File: src/sfx_pkg.sv
// ----------------------------------------------------------------------------
// Soundex encoder package
// Shared constants, digit tables, queue entry and result types.
// ----------------------------------------------------------------------------
package sfx_pkg;

    // Code store depth: default and the top of its range.
    localparam int MAX_CODE_DEF = 16;
    localparam int MAX_CODE_HI  = 64;
    // Character counts hold any value up to the largest store depth.
    localparam int CNT_W        = $clog2(MAX_CODE_HI + 1);
    // Entries in the front-to-back queue.
    localparam int Q_DEPTH_DEF  = 4;

    localparam logic [3:0] NO_DIGIT    = 4'd15;
    localparam logic [4:0] MAX_LEN_RST = 5'd4;

    // Configuration register indexes.
    localparam logic CFG_IDX_REFINED = 1'b0;
    localparam logic CFG_IDX_MAX_LEN = 1'b1;

    localparam logic [7:0] CH_UPPER_A = 8'h41;
    localparam logic [7:0] CH_UPPER_Z = 8'h5A;
    localparam logic [7:0] CH_LOWER_A = 8'h61;
    localparam logic [7:0] CH_LOWER_Z = 8'h7A;
    localparam logic [7:0] CH_UPPER_H = 8'h48;
    localparam logic [7:0] CH_UPPER_W = 8'h57;
    localparam logic [7:0] CH_ZERO    = 8'h30;
    localparam logic [7:0] CH_SPACE   = 8'h20;
    localparam logic [7:0] CH_TAB     = 8'h09;
    localparam logic [7:0] CH_CR      = 8'h0D;
    localparam logic [7:0] CASE_DELTA = 8'h20;

    // Letter-to-digit tables, A through Z.
    localparam logic [3:0] STD_DIGIT [26] = '{
        4'd0, 4'd1, 4'd2, 4'd3, 4'd0, 4'd1, 4'd2, 4'd0, 4'd0, 4'd2, 4'd2, 4'd4, 4'd5,
        4'd5, 4'd0, 4'd1, 4'd2, 4'd6, 4'd2, 4'd3, 4'd0, 4'd1, 4'd0, 4'd2, 4'd0, 4'd2
    };
    localparam logic [3:0] REF_DIGIT [26] = '{
        4'd0, 4'd1, 4'd3, 4'd6, 4'd0, 4'd2, 4'd4, 4'd0, 4'd0, 4'd4, 4'd3, 4'd7, 4'd8,
        4'd8, 4'd0, 4'd1, 4'd5, 4'd9, 4'd3, 4'd6, 4'd0, 4'd2, 4'd0, 4'd5, 4'd0, 4'd5
    };

    // One transaction from the front to the back: up to two code characters
    // and, on the last item of a word, the emit length of the code.
    typedef struct packed {
        logic [1:0]       nch;
        logic [7:0]       c0;
        logic [7:0]       c1;
        logic             is_end;
        logic             is_empty;
        logic [CNT_W-1:0] n_out;
        logic [CNT_W-1:0] n_chars;
    } t_ent;

    typedef struct packed {
        logic [7:0] ch;
        logic       is_empty;
        logic       is_last;
    } t_res;

    function automatic logic [3:0] digit_of(input logic [4:0] idx, input logic refined);
        logic [3:0] d;
        d = 4'd0;
        if (idx <= 5'd25) begin
            d = refined ? REF_DIGIT[idx] : STD_DIGIT[idx];
        end
        return d;
    endfunction

endpackage

File: src/sfx_queue.sv
// ----------------------------------------------------------------------------
// Soundex entry queue
// Small register FIFO that decouples the classifying front from the back.
// ----------------------------------------------------------------------------
module sfx_queue #(
    parameter int DEPTH = sfx_pkg::Q_DEPTH_DEF
) (
    input  logic          i_clk,
    input  logic          i_rst_n,
    input  logic          i_push,
    input  sfx_pkg::t_ent i_data,
    output logic          o_full,
    input  logic          i_pop,
    output sfx_pkg::t_ent o_data,
    output logic          o_empty
);

    localparam int PW = $clog2(DEPTH);
    localparam int CW = $clog2(DEPTH + 1);
    localparam logic [PW-1:0] LAST_SLOT = PW'(DEPTH - 1);

    sfx_pkg::t_ent r_mem [DEPTH];
    logic [PW-1:0] r_wr, r_rd;
    logic [CW-1:0] r_cnt, n_cnt;
    logic          do_push, do_pop;

    assign o_full  = (r_cnt == CW'(DEPTH));
    assign o_empty = (r_cnt == '0);
    assign o_data  = r_mem[r_rd];
    assign do_push = i_push && !o_full;
    assign do_pop  = i_pop && !o_empty;

    always_comb begin
        n_cnt = r_cnt;
        if (do_push && !do_pop) begin
            n_cnt = r_cnt + CW'(1);
        end else if (do_pop && !do_push) begin
            n_cnt = r_cnt - CW'(1);
        end
    end

    always_ff @(posedge i_clk) begin
        if (!i_rst_n) begin
            r_wr  <= '0;
            r_rd  <= '0;
            r_cnt <= '0;
        end else begin
            r_cnt <= n_cnt;
            if (do_push) begin
                r_wr <= (r_wr == LAST_SLOT) ? '0 : r_wr + PW'(1);
            end
            if (do_pop) begin
                r_rd <= (r_rd == LAST_SLOT) ? '0 : r_rd + PW'(1);
            end
        end
    end

    always_ff @(posedge i_clk) begin
        if (do_push) begin
            r_mem[r_wr] <= i_data;
        end
    end

endmodule

File: src/sfx_front.sv
// ----------------------------------------------------------------------------
// Soundex front end
// Classifies each byte, tracks the word state and forwards code characters.
// ----------------------------------------------------------------------------
module sfx_front #(
    parameter int MAX_CODE = sfx_pkg::MAX_CODE_DEF
) (
    input  logic          i_clk,
    input  logic          i_rst_n,
    input  logic          i_refined,
    input  logic [4:0]    i_max_len,
    input  logic          i_accept,
    input  logic          i_has_char,
    input  logic [7:0]    i_char_in,
    input  logic          i_word_end,
    output logic          o_q_push,
    output sfx_pkg::t_ent o_q_data
);

    localparam int CW = sfx_pkg::CNT_W;
    localparam logic [CW-1:0] MAX_C  = CW'(MAX_CODE);
    localparam logic [CW:0]   MAX_CX = (CW + 1)'(MAX_CODE);

    localparam logic [1:0] PH_SEEK = 2'd0;
    localparam logic [1:0] PH_CODE = 2'd1;
    localparam logic [1:0] PH_STOP = 2'd2;

    logic [1:0]    r_phase, n_phase;
    logic [3:0]    r_prev, n_prev;
    logic [CW-1:0] r_cnt, n_cnt;
    logic [1:0]    r_ns, n_ns;

    logic [7:0]    upc, dch;
    logic [4:0]    idx;
    logic [3:0]    dig;
    logic          is_letter, is_white, room, single;
    logic [1:0]    nch;
    logic [7:0]    c0, c1;
    logic [CW:0]   total, limit, n_emit;

    always_comb begin
        upc = i_char_in;
        if (i_char_in >= sfx_pkg::CH_LOWER_A && i_char_in <= sfx_pkg::CH_LOWER_Z) begin
            upc = i_char_in - sfx_pkg::CASE_DELTA;
        end
        is_letter = (upc >= sfx_pkg::CH_UPPER_A) && (upc <= sfx_pkg::CH_UPPER_Z);
        idx       = 5'(upc - sfx_pkg::CH_UPPER_A);
        dig       = sfx_pkg::digit_of(idx, i_refined);
        dch       = sfx_pkg::CH_ZERO + {4'd0, dig};
        is_white  = (i_char_in == sfx_pkg::CH_SPACE) ||
                    (i_char_in >= sfx_pkg::CH_TAB && i_char_in <= sfx_pkg::CH_CR);
        room      = (r_cnt < MAX_C);

        n_phase = r_phase;
        n_prev  = r_prev;
        n_ns    = r_ns;
        nch     = 2'd0;
        c0      = upc;
        c1      = dch;

        if (i_has_char) begin
            if (!is_white && r_ns != 2'd2) begin
                n_ns = r_ns + 2'd1;
            end
            if (r_phase != PH_STOP) begin
                if (!is_letter) begin
                    if (r_phase == PH_CODE) begin
                        n_phase = PH_STOP;
                    end
                end else if (r_phase == PH_SEEK) begin
                    // First letter: keep it; refined also keeps its digit.
                    nch     = i_refined ? 2'd2 : 2'd1;
                    n_prev  = dig;
                    n_phase = PH_CODE;
                end else if (i_refined) begin
                    if (dig != r_prev) begin
                        c0     = dch;
                        nch    = room ? 2'd1 : 2'd0;
                        n_prev = dig;
                    end
                end else begin
                    if (dig != 4'd0 && dig != r_prev) begin
                        c0     = dch;
                        nch    = room ? 2'd1 : 2'd0;
                        n_prev = dig;
                    end
                    // A vowel breaks a run of equal digits; H and W do not.
                    if (dig == 4'd0 && upc != sfx_pkg::CH_UPPER_H &&
                        upc != sfx_pkg::CH_UPPER_W) begin
                        n_prev = sfx_pkg::NO_DIGIT;
                    end
                end
            end
        end
        n_cnt = r_cnt + CW'(nch);

        // Emit length: padded in standard mode, then cut to max_len and depth.
        total  = i_refined ? {1'b0, n_cnt} : {1'b0, n_cnt} + (CW + 1)'(4);
        limit  = ((CW + 1)'(i_max_len) < MAX_CX) ? (CW + 1)'(i_max_len) : MAX_CX;
        n_emit = (total < limit) ? total : limit;
        single = i_refined && (n_ns == 2'd1);

        o_q_data.nch      = nch;
        o_q_data.c0       = c0;
        o_q_data.c1       = c1;
        o_q_data.is_end   = i_word_end;
        o_q_data.is_empty = (n_phase == PH_SEEK) || (!single && n_emit == '0);
        o_q_data.n_out    = single ? CW'(1) : n_emit[CW-1:0];
        o_q_data.n_chars  = n_cnt;
    end

    assign o_q_push = i_accept && (nch != 2'd0 || i_word_end);

    always_ff @(posedge i_clk) begin
        if (!i_rst_n) begin
            r_phase <= PH_SEEK;
            r_prev  <= 4'd0;
            r_cnt   <= '0;
            r_ns    <= 2'd0;
        end else if (i_accept) begin
            if (i_word_end) begin
                r_phase <= PH_SEEK;
                r_prev  <= 4'd0;
                r_cnt   <= '0;
                r_ns    <= 2'd0;
            end else begin
                r_phase <= n_phase;
                r_prev  <= n_prev;
                r_cnt   <= n_cnt;
                r_ns    <= n_ns;
            end
        end
    end

endmodule

File: src/sfx_back.sv
// ----------------------------------------------------------------------------
// Soundex back end
// Collects a word's code characters, then drains them with padding.
// ----------------------------------------------------------------------------
module sfx_back #(
    parameter int MAX_CODE = sfx_pkg::MAX_CODE_DEF
) (
    input  logic          i_clk,
    input  logic          i_rst_n,
    input  logic          i_q_empty,
    input  sfx_pkg::t_ent i_q_data,
    output logic          o_q_pop,
    input  logic          i_pop,
    output logic          o_empty,
    output sfx_pkg::t_res o_res
);

    localparam int CW = sfx_pkg::CNT_W;
    localparam int AW = $clog2(MAX_CODE);

    localparam logic [1:0] BK_COLLECT = 2'd0;
    localparam logic [1:0] BK_SECOND  = 2'd1;
    localparam logic [1:0] BK_EMIT    = 2'd2;

    logic [1:0]    r_state, n_state;
    sfx_pkg::t_ent r_hold;
    logic [AW-1:0] r_wr;
    logic [CW-1:0] r_k;
    logic [7:0]    r_store [MAX_CODE];
    logic [7:0]    r_rd_data;
    logic          r_p_valid, r_p_pad, r_p_empty, r_p_last;

    sfx_pkg::t_res r_ob [2];
    logic          r_ob_wr, r_ob_rd;
    logic [1:0]    r_ob_cnt;

    logic          wr_en, issue, k_last, out_pop;
    logic [7:0]    wr_data;
    logic [CW-1:0] n_eff;
    logic [2:0]    occ;
    sfx_pkg::t_res p_res;

    assign o_q_pop = (r_state == BK_COLLECT) && !i_q_empty;
    assign out_pop = i_pop && (r_ob_cnt != 2'd0);
    assign n_eff   = r_hold.is_empty ? CW'(1) : r_hold.n_out;
    assign k_last  = (r_k == n_eff - CW'(1));
    assign occ     = 3'(r_ob_cnt) + 3'(r_p_valid) - 3'(out_pop);
    assign issue   = (r_state == BK_EMIT) && (occ < 3'd2);

    always_comb begin
        wr_en   = 1'b0;
        wr_data = i_q_data.c0;
        n_state = r_state;
        unique case (r_state)
            BK_COLLECT: begin
                if (o_q_pop) begin
                    wr_en = (i_q_data.nch != 2'd0);
                    if (i_q_data.nch == 2'd2) begin
                        n_state = BK_SECOND;
                    end else if (i_q_data.is_end) begin
                        n_state = BK_EMIT;
                    end
                end
            end
            BK_SECOND: begin
                wr_en   = 1'b1;
                wr_data = r_hold.c1;
                n_state = r_hold.is_end ? BK_EMIT : BK_COLLECT;
            end
            BK_EMIT: begin
                if (issue && k_last) begin
                    n_state = BK_COLLECT;
                end
            end
            default: begin
                n_state = BK_COLLECT;
            end
        endcase
    end

    always_comb begin
        p_res.ch       = r_p_empty ? 8'd0 : (r_p_pad ? sfx_pkg::CH_ZERO : r_rd_data);
        p_res.is_empty = r_p_empty;
        p_res.is_last  = r_p_last;
    end

    assign o_empty = (r_ob_cnt == 2'd0);
    assign o_res   = r_ob[r_ob_rd];

    always_ff @(posedge i_clk) begin
        if (!i_rst_n) begin
            r_state   <= BK_COLLECT;
            r_wr      <= '0;
            r_k       <= '0;
            r_p_valid <= 1'b0;
            r_ob_wr   <= 1'b0;
            r_ob_rd   <= 1'b0;
            r_ob_cnt  <= 2'd0;
        end else begin
            r_state   <= n_state;
            r_p_valid <= issue;
            if (r_state == BK_EMIT && n_state == BK_COLLECT) begin
                r_wr <= '0;
                r_k  <= '0;
            end else begin
                if (wr_en) begin
                    r_wr <= r_wr + AW'(1);
                end
                if (issue) begin
                    r_k <= r_k + CW'(1);
                end
            end
            if (r_p_valid) begin
                r_ob_wr <= !r_ob_wr;
            end
            if (out_pop) begin
                r_ob_rd <= !r_ob_rd;
            end
            r_ob_cnt <= r_ob_cnt + 2'(r_p_valid) - 2'(out_pop);
        end
    end

    always_ff @(posedge i_clk) begin
        if (o_q_pop) begin
            r_hold <= i_q_data;
        end
        if (wr_en) begin
            r_store[r_wr] <= wr_data;
        end
        if (issue) begin
            r_rd_data <= r_store[r_k[AW-1:0]];
            r_p_pad   <= (r_k >= r_hold.n_chars);
            r_p_empty <= r_hold.is_empty;
            r_p_last  <= k_last;
        end
        if (r_p_valid) begin
            r_ob[r_ob_wr] <= p_res;
        end
    end

endmodule

File: src/soundex_encoder_unit.sv
// ----------------------------------------------------------------------------
// Soundex encoder unit
// Streams the bytes of words and returns standard or refined Soundex codes.
// ----------------------------------------------------------------------------
//
//  Channel  | Handshake              | Payload
//  ---------+------------------------+-------------------------------------
//  input    | push / full            | i_has_char, i_char_in, i_word_end
//  result   | pop / empty            | o_code_char, o_code_empty, o_code_last
//  config   | i_cfg_wen (no wait)    | i_cfg_idx, i_cfg_data
//
//  The front takes one byte per cycle while the entry queue has room.
//  The back pops a word's queued entries (a refined first letter needs a
//  second store write), then reads its code out; its single store port sets
//  that cost while the queue lets the next word stream in. A read passes a
//  register, then the output buffer. Synchronous reset (active-low) clears
//  control, not data. A full queue stalls input; a held result stalls the back.
//
module soundex_encoder_unit #(
    parameter int MAX_CODE = sfx_pkg::MAX_CODE_DEF,
    parameter int Q_DEPTH  = sfx_pkg::Q_DEPTH_DEF
) (
    input  logic       i_clk,
    input  logic       i_rst_n,
    // input channel
    input  logic       push,
    output logic       full,
    input  logic       i_has_char,
    input  logic [7:0] i_char_in,
    input  logic       i_word_end,
    // result channel
    output logic       empty,
    input  logic       pop,
    output logic [7:0] o_code_char,
    output logic       o_code_empty,
    output logic       o_code_last,
    // configuration port
    input  logic       i_cfg_wen,
    input  logic       i_cfg_idx,
    input  logic [4:0] i_cfg_data
);

    // Config: user writes only while no transaction is in flight; not enforced.
    logic       r_refined;
    logic [4:0] r_max_len;

    logic          accept;
    logic          q_push, q_pop, q_full, q_empty;
    sfx_pkg::t_ent q_in, q_out;
    sfx_pkg::t_res res;

    always_ff @(posedge i_clk) begin
        if (!i_rst_n) begin
            r_refined <= 1'b0;
            r_max_len <= sfx_pkg::MAX_LEN_RST;
        end else if (i_cfg_wen) begin
            unique case (i_cfg_idx)
                sfx_pkg::CFG_IDX_REFINED: r_refined <= i_cfg_data[0];
                sfx_pkg::CFG_IDX_MAX_LEN: r_max_len <= i_cfg_data;
                default: ;
            endcase
        end
    end

    // Accept a byte whenever the entry queue can take what it produces.
    assign full   = q_full;
    assign accept = push && !q_full;

    sfx_front #(
        .MAX_CODE (MAX_CODE)
    ) u_front (
        .i_clk      (i_clk),
        .i_rst_n    (i_rst_n),
        .i_refined  (r_refined),
        .i_max_len  (r_max_len),
        .i_accept   (accept),
        .i_has_char (i_has_char),
        .i_char_in  (i_char_in),
        .i_word_end (i_word_end),
        .o_q_push   (q_push),
        .o_q_data   (q_in)
    );

    // Entry queue: code characters and the end-of-word record of each word.
    sfx_queue #(
        .DEPTH (Q_DEPTH)
    ) u_queue (
        .i_clk   (i_clk),
        .i_rst_n (i_rst_n),
        .i_push  (q_push),
        .i_data  (q_in),
        .o_full  (q_full),
        .i_pop   (q_pop),
        .o_data  (q_out),
        .o_empty (q_empty)
    );

    // Back end: gather the word, then drain its code through a 2-entry buffer.
    sfx_back #(
        .MAX_CODE (MAX_CODE)
    ) u_back (
        .i_clk     (i_clk),
        .i_rst_n   (i_rst_n),
        .i_q_empty (q_empty),
        .i_q_data  (q_out),
        .o_q_pop   (q_pop),
        .i_pop     (pop),
        .o_empty   (empty),
        .o_res     (res)
    );

    assign o_code_char  = res.ch;
    assign o_code_empty = res.is_empty;
    assign o_code_last  = res.is_last;

endmodule

File: config.mk
export PLATFORM = sky130hd
export DESIGN_NAME = soundex_encoder_unit
export DESIGN_NICKNAME = d
export VERILOG_FILES = /design/src/sfx_pkg.sv /design/src/sfx_queue.sv /design/src/sfx_front.sv /design/src/sfx_back.sv /design/src/soundex_encoder_unit.sv
export SDC_FILE = /design/constraint.sdc
export NUM_CORES = 1
export LEC_CHECK = 0
export BUFFER_PORTS_ARGS = -buffer_cell sky130_fd_sc_hd__buf_4
export CORE_MARGIN = 5
export CORE_UTILIZATION = 30
export CTS_CLUSTER_SIZE = 25
export DETAILED_ROUTE_END_ITERATION = 8
export GPL_TIMING_DRIVEN = 0
export PLACE_DENSITY = 0.47
export SETUP_SLACK_MARGIN = 0.02
export SKIP_CTS_REPAIR_TIMING = 1
export SYNTH_ARGS = -nofsm -noshare
export SYNTH_HDL_FRONTEND = slang
export SYNTH_SLANG_ARGS = --single-unit
File: constraint.sdc
create_clock -name i_clk -period 5.6 [get_ports i_clk]
set_clock_uncertainty 0.05 [all_clocks]
set_input_delay 0.28 -clock i_clk [delete_from_list [all_inputs] [get_ports i_clk]]
set_output_delay 0.28 -clock i_clk [all_outputs]
set_load 0.03 [all_outputs]
==> out/results.ini <==
[run_status]
outcome=completed

[worst_setup_path]
r2r_cells=23
startpoint=i_char_in[0]
reg2reg_from=r_refined$_SDFFE_PN0P_
crit_arrival_ns=5.66
end_kind=register
max_stage_delay_ns=0.44
critical_path_class=primary input to register
cp-start-kind=primary input
worstPathRequired_ns=5.81
cpMaxStageDelayCell=o311ai_2
critPathMaxFanout=10

[final_layout]
fin_cells=1823
drive_above_1_share_pct=23.6
post-route-util_pct=36.0
final_common_cell=edfxtp_1
seq_area_sq_mm=0.00996
fill_cells=4943
diodes=0
final_area_sq_mm=0.0184
multiInputGateArea_sq_mm=0.00538
layout_common_cells=edfxtp_1 (299), nor2_1 (76), mux4_2 (70)
fin_nets=1176
syn_to_final_growth_pct=19.6

[global_routing]
grt_remaining_overflow=0
grt_max_degree=31
antenna_found_initial=0
grt_use_total_pct=12.2
grt_first_pass_wirelength_mm=53.6
grt_pass1_vias=8840

[clock_network]
h-tree-depth=2
cts_num_sinks=348
cts_tree=built
cts-root-buf=clkbuf_16
clock_latency_ns=0.54
cts_buffers=38
path_clk_slew_ns=0.06
cts_buffer_depth=3

[sta]
holdWs_ns=0.00655
min_period_over_period_pct=97.4
slew_headroom_pct=14.6
fin_crit_ns=5.45
setup_viol=0
worstMarginPinSlew_ns=1.27
fmax_mhz=183
final_max_slew_viol_count=0
hold_viol_final=0
setup_tns_ns=0
fin_ws_ns=0.146

[route]
drtAntennaViolNets=0
vias_per_cell=4.67
wire_per_inst_microns=18.9
drtPass1Iterations=4
drc_errors=0
drtIter0Drc=422
routed_wl_mm=34.5
vias=8520

[floorplan]
die_w_microns=236
die_h_microns=236
die_area_sq_mm=0.0559
row_count=83
start_util_pct=30.1
num_io_pins=33
core-area_sq_mm=0.0511

[synth]
synth_cells=1009
synthArstFlopShare_pct=0
yosysSeqAreaShare_pct=64.7
netlist_area_sq_mm=0.0154
synth_ff_type=edfxtp_1
yosysUniqueCellTypes=77
syn_avg_cell_area_sq_um=15.2
ys_seq_elements=348
synth_edf_count=299
yosys_warnings=0

[placement]
placed_area_sq_mm=0.0166
port_buffers=29
dp_slack_ns=-1.53
dp.cells=1726
dp_hpwl_mm=23.4
gp_congestion=0.838

[power_and_ir_drop]
power_density_mw_per_mm2=440
power_mw=8.10
ir_worst_vdd_mv=0.181
p_leak_nw=6.13

[worst_hold_path]
hold_depth=3
hold_path.class=primary input to register
min_from=i_rst_n

[job]
max_cap_viol_count=0

[critical path: cells and delay by family]
family / cells / cell delay (ns)
AO/OA/AOI/OAI: 7 / 1.56
adder cells (fa/ha/maj): 5 / 1.28
buffers and inverters: 9 / 1.13
AND/OR/NAND/NOR: 7 / 0.80
XOR/XNOR: 2 / 0.33
multiplexers: 1 / 0.26
[cell usage after synthesis, types with 18 or more instances]
master    instances  area [sq um]
a21oi_1          36           180
nand2b_1         21           131
mux4_2           70          1580
nand2_1          51           191
mux2_2           18           203
dfxtp_1          49           981
edfxtp_1        299          8980
clkbuf_1         20          75.1
nor2_1           78           293
ha_1             37           463
inv_1            35           131
nand3_1          24           120
xnor2_1          21           184
nor2b_1          21           131
[sequential cells by signal (all words and copies together) (netlist names), 2 cells and up, named ones only]
register          flops
u_back.r_store      128
u_queue.r_mem       120
u_back.r_hold        20
u_back.r_ob          20
u_back.r_rd_data      8
u_back.r_k            7
u_front.r_cnt         7
r_max_len             5
u_back.r_wr           4
u_front.r_prev        4
u_queue.r_cnt         3
u_back.r_ob_cnt       2
u_back.r_state        2
u_front.r_ns          2
u_front.r_phase       2
u_queue.r_rd          2
u_queue.r_wr          2
[layout make-up]
type | count | area share (%)
clock buffers | 51 | 5.60
repair buffers | 59 | 2.55
flip-flops and latches | 348 | 54.1
inverters | 37 | 0.796
plain buffers | 49 | 1.63
clock inverters | 17 | 1.43
multi-input cells | 582 | 29.2
well taps | 680 | 4.62
[cell families after synthesis]
family,count (synthesis),synth area share (%)
and+or+nand+nor,279,9.53
adders and majority gates,40,3.40
muxes,103,12.6
AOI/OAI and AO/OA,113,4.93
xor gates and xnor gates,39,2.37
other,1,0.0244
DFF,348,64.7
buffers and inverters,86,2.45
[final timing paths]
path | slack, ns | end
max | 0.15 | u_queue.r_mem[3][7]$_DFFE_PP_
min | 0.007 | u_back.r_wr[3]$_SDFFE_PP0P_
max reg2reg | 0.42 | u_queue.r_mem[3][7]$_DFFE_PP_
min reg2reg | 0.40 | u_back.r_ob[1][0]$_DFFE_PP_
[routing by layer]
| layer | track usage [%] | routed length, microns |
|---|---|---|
| met3 | 1.84 | 1230 |
| met2 | 20.3 | 16800 |
| met1 | 16.6 | 15600 |
| met5 | 0 | 0 |
| met4 | 3.57 | 832 |
[report_power, final]
part	internal [mW]	total (mW)	leakage (nW)	switching, mW
Combinational	0.803	1.96	2.37	1.16
Sequential	3.40	3.53	3.13	0.131
Clock	1.62	2.61	0.620	0.992
Total	5.82	8.10	6.13	2.28
Note: power is estimated with default switching activity, not from simulation.
